File: src/design/amgs_pkg.sv
// shared types, codes and defaults for the adjacency matrix graph store
`timescale 1ns / 1ps
`default_nettype none

package amgs_pkg;

  localparam int DefMaxVertices = 16;
  localparam int DefWeightBits  = 16;
  localparam int CountBits      = 5;
  localparam int ResetCount     = 16;

  typedef enum logic [3:0] {
    OP_ADJ   = 4'd0,
    OP_INS   = 4'd1,
    OP_DEL   = 4'd2,
    OP_ADD   = 4'd3,
    OP_REM   = 4'd4,
    OP_FIRST = 4'd5,
    OP_NEXT  = 4'd6,
    OP_GET   = 4'd7,
    OP_SET   = 4'd8
  } op_t;

  typedef enum logic {
    ST_IDLE,
    ST_EXEC
  } state_t;

  typedef struct packed {
    logic [3:0]         mode;
    logic [3:0]         from_vertex;
    logic [3:0]         to_vertex;
    logic signed [15:0] weight;
  } req_t;

  typedef struct packed {
    logic               status;
    logic               is_adjacent;
    logic [3:0]         neighbor;
    logic signed [15:0] edge_weight;
  } rsp_t;

  typedef logic [CountBits-1:0] cfg_t;

  // row memory commands
  typedef struct packed {
    logic rd_en;
    logic wr_en;
    logic clr_en;
  } mem_cmd_t;

  // side effects decided by the row evaluation
  typedef struct packed {
    logic write_row;
    logic clear_row;
    logic set_present;
    logic clear_present;
  } eval_t;

endpackage

`default_nettype wire

File: src/design/amgs_row_eval.sv
// decodes one request against its row: result, row update and neighbour search
`timescale 1ns / 1ps
`default_nettype none

module amgs_row_eval
  import amgs_pkg::*;
#(
  parameter int MaxVertices = DefMaxVertices,
  parameter int WeightBits  = DefWeightBits
) (
  input  req_t                                  req,
  input  logic [CountBits-1:0]                  vertex_count,
  input  logic                                  present_x,
  input  logic [MaxVertices-1:0][WeightBits-1:0] row,
  output logic [MaxVertices-1:0][WeightBits-1:0] new_row,
  output rsp_t                                  rsp,
  output eval_t                                 eff
);

  logic                   x_ok;
  logic                   xy_ok;
  logic [WeightBits-1:0]  entry_y;
  logic [WeightBits-1:0]  wr_val;
  logic [CountBits-1:0]   start;
  logic [MaxVertices-1:0] cand;
  logic                   found;
  logic [3:0]             found_idx;

  assign x_ok  = {1'b0, req.from_vertex} < vertex_count;
  assign xy_ok = x_ok && ({1'b0, req.to_vertex} < vertex_count);

  // entry selection and updated row
  always_comb begin
    entry_y = '0;
    new_row = row;
    for (int j = 0; j < MaxVertices; j++) begin
      if (j == int'(req.to_vertex)) begin
        entry_y    = row[j];
        new_row[j] = wr_val;
      end
    end
  end

  always_comb begin
    case (req.mode)
      OP_ADD:  wr_val = WeightBits'(1);
      OP_SET:  wr_val = WeightBits'(req.weight);
      default: wr_val = '0;
    endcase
  end

  // lowest nonzero column at or after the start, below the vertex count
  assign start = (req.mode == OP_NEXT) ? ({1'b0, req.to_vertex} + CountBits'(1)) : '0;

  always_comb begin
    found     = 1'b0;
    found_idx = '0;
    for (int j = 0; j < MaxVertices; j++) begin
      cand[j] = (row[j] != '0) && (j >= int'(start)) && (j < int'(vertex_count));
    end
    for (int j = MaxVertices - 1; j >= 0; j--) begin
      if (cand[j]) begin
        found     = 1'b1;
        found_idx = 4'(j);
      end
    end
  end

  always_comb begin
    rsp = '{status: 1'b1, is_adjacent: 1'b0, neighbor: '0, edge_weight: '0};
    eff = '0;
    unique case (req.mode) inside
      OP_ADJ, OP_GET: begin
        if (xy_ok) begin
          rsp.status      = 1'b0;
          rsp.is_adjacent = (entry_y != '0);
          if (req.mode == OP_GET) begin
            rsp.edge_weight = 16'($signed(entry_y));
          end
        end
      end
      OP_INS: begin
        if (x_ok) begin
          rsp.status      = 1'b0;
          eff.set_present = 1'b1;
        end
      end
      OP_DEL: begin
        if (x_ok) begin
          rsp.status        = 1'b0;
          eff.clear_present = 1'b1;
          eff.clear_row     = 1'b1;
        end
      end
      OP_ADD, OP_REM, OP_SET: begin
        if (xy_ok) begin
          rsp.status    = 1'b0;
          eff.write_row = 1'b1;
        end
      end
      OP_FIRST, OP_NEXT: begin
        if (((req.mode == OP_FIRST) ? x_ok : xy_ok) && present_x && found) begin
          rsp.status   = 1'b0;
          rsp.neighbor = found_idx;
        end
      end
      default: begin
      end
    endcase
  end

endmodule

`default_nettype wire

File: config.mk
export PLATFORM = sky130hd
export DESIGN_NAME = amgs_row_eval
export DESIGN_NICKNAME = d
export VERILOG_FILES = /design/src/design/amgs_pkg.sv /design/src/design/amgs_row_eval.sv
export SDC_FILE = /design/constraint.sdc
export NUM_CORES = 1
export LEC_CHECK = 0
export CAP_MARGIN = 20
export CORE_AREA = 10 10 214 216
export DETAILED_ROUTE_END_ITERATION = 16
export DIE_AREA = 0 0 224 226
export DONT_BUFFER_PORTS = 1
export PLACE_DENSITY_LB_ADDON = 0.2
export SETUP_SLACK_MARGIN = 0.1
export SLEW_MARGIN = 10
export SYNTH_ARGS = -nofsm -noshare
export SYNTH_HDL_FRONTEND = slang
export SYNTH_SLANG_ARGS = --single-unit
File: constraint.sdc
create_clock -name vclk -period 3.72
set_clock_uncertainty 0.05 [all_clocks]
set_input_delay 0.744 -clock vclk [all_inputs]
set_output_delay 0.744 -clock vclk [all_outputs]
set_load 0.1 [all_outputs]
==> results by group <==
Synth
  – Synthesized area: ~7000 µm²
  – Syn Nets: approximately 1,700
  – Largest family of logic cells by synthesized area: compound AO/OA/AOI/OAI gates
  – Post-Synthesis Cells: about 1,400
  – Synthesized area per cell: 5.144 µm²
  – Area fraction in compound gates after synthesis: 0.4709
  – Synth area leader: o21ai_0
  – Fraction of synthesized area in multiplexers: 0.001597
  – Simple-gate share of the synthesized area: 0.4131
  – Post-Synth Adder-Cell Area: 0.01774
  – Library cells used by synthesis: 69
  – Seq/Total Area, Yosys: 0
  – Yosys top cell area share: 0.2179
  – Ys Warns: 0
  – Post-synthesis xor/xnor area fraction: 0.003549
  – Area contributors post-synth: o21ai_0 22%, nand2_1 20%, nor4_1 6.1%

STA
  – Crit share post-route: 1.071
  – F_max: roughly 250 MHz
  – Hold Vio Cnt, Final: 0
  – Max_slew headroom: 0.5583
  – RSZ-0062 raised after global routing: yes
  – Slew Viols, Final: 0
  – Setup TNS: -960.3 ps
  – Final hold slack: about 1600 ps
  – Min cycle time layout: approximately 4000 ps
  – Slew at the pin closest to its max-slew limit: approximately 660 ps
  – Final worst slack: -262.6 ps
  – Final setup vio count: 7

Power and ir drop
  – Power Density: between 150 and 200 nW/µm²
  – Max VDD drop: ~0.11 mV
  – Lkg Pwr: between 0.006 and 0.007 µW
  – Power, Total: about 3400 µW

Critical path
  – CP endpoint kind: output port
  – Critical Path RT: 2930 ps
  – WS Path Type: input port to output port
  – Worst EP arrival: 3190 ps
  – CP startpoint kind: input port
  – Max FO, Critical Path: 10

Layout
  – Synthesis-to-finish area growth: 141.9%
  – Antenna diodes: 0
  – Storage element area: 0 µm²
  – CLK BUF: 0
  – Sequential cell count: 0
  – Final non-filler cell area: around 17,000 µm²
  – Nets@finish: just over 2,000
  – Share of cells above drive strength 1: 0.5445

Outcome
  – Failing checks: negative setup slack
  – Status: complete, but fails checks

Global route
  – Global route overflow: 0
  – Number of global-route vias before repair: 12,440
  – Largest net degree at the start of global routing: 49
  – Antenna violations before repair: 0
  – Tot GR Track Use: 0.2840
  – First-pass GRT wire length: around 100,000 µm

Floorplanning
  – Die Ht: roughly 230 µm
  – I/O pins: roughly 570
  – Die width: around 220 µm
  – Starting density of the core: 0.1696
  – Core Area: roughly 42,000 µm²
  – Rows: 75
  – Die area: roughly 50,000 µm²

Routing
  – WL per Instance: between 30 and 40 µm
  – WL final: 76,780 µm
  – Vias per inst: 5.704
  – DRT iter0 DRCs: just over 1,000
  – # DRC: 0
  – Initial DRT Pass Iterations: 6
  – Post-route ant nets: 0
  – Total number of vias: 13,080

Placement
  – Worst slack, placed: -417.6 ps
  – Placed cell area: around 16,000 µm²
  – RePlAce Congestion: ~0.99
  – Port Buffers: 0
  – DP HPWL: around 65,000 µm

Hold path
  – Hold Path Depth: 2
  – HP Class: input port to output port

Flow run
  – Max_cap viols: 0
## per-layer routing
metal,part of all wire,vias to the layer above,GRT usage
met1,0.40,6419,0.3441
li1,-,5880,-
met3,0.090,71,0.07251
met4,0.020,0,0.04717
met5,0,-,0
met2,0.49,709,0.5001
## final timing paths
kind / from / end / slack (ps)
setup / recovery: req[16] / rsp[20] / -260
hold / removal: req[26] / eff[2] / 1640
## logic make-up (layout without fill, tap and decap cells)
kind of cell	count (synthesis)	after routing
AOI/OAI and AO/OA	556	556
and+or+nand+nor	643	643
muxes	1	1
xor gates and xnor gates	2	2
buffers and inverters	159	542
adders and majority gates	10	10
## synthesized netlist by cell type, types with 15 or more instances
cell	number
nand3_1	27
buf_2	24
o21ai_0	307
o22ai_1	21
nor4_1	69
a21oi_1	71
nand4_1	21
nor2_1	71
nor2b_1	15
nand2_1	371
a31oi_1	15
inv_1	19
clkbuf_1	97
## what timing repair did
item                                    in CTS  in global routing
cloned                                       0                  2
pin swaps                                   36                 40
endpoints found under the setup margin      21                 21
gates resized for setup                     88                 55
hold buffers                                 0                  0
setup buffers                               20                  9
## worst max-delay path: stages
cell	delay [ps]
clkinvlp_4	110
ha_4	210
buf_4	140
buf_6	140
nand3_1	100
a21oi_2	80
a221o_1	280
or3b_4	430
a2111oi_4	320
nand4_1	160
o31a_4	460
## stage by stage
step | cells | utilization
after detailed placement | 2262 | 0.3889
after global placement | 2262 | 0.3889
final | 2293 | 0.4104
after floorplan | 1371 | -
after global routing | 2293 | 0.4104
after CTS | 2282 | 0.4016
## final cells by class
type               count  area (µm²)
fillers             4215       24510
inverters             20       88.84
multi-input cells   1212        8594
well taps            539       674.4
repair buffers       522        7702
## where the power goes
| group | switching (µW) | total [µW] | leakage (µW) | internal, µW |
|---|---|---|---|---|
| logic | 2200 | 3390 | 0.00685 | 1190 |
| registers | 0 | 0 | 0 | 0 |
| clock network | 0 | 0 | 0 | 0 |
| total | 2200 | 3390 | 0.00685 | 1190 |
## cells in the final DEF (no fill, tap or decap), types with 21 or more instances in the layout
cell type	instances
a21oi_1	50
nand2_1	352
buf_4	210
nor4_1	64
nor2_1	50
nand3_1	21
o21ai_0	33
nand4_1	21
o21ai_2	245
buf_12	292
Power figures use the tool's default switching activity.
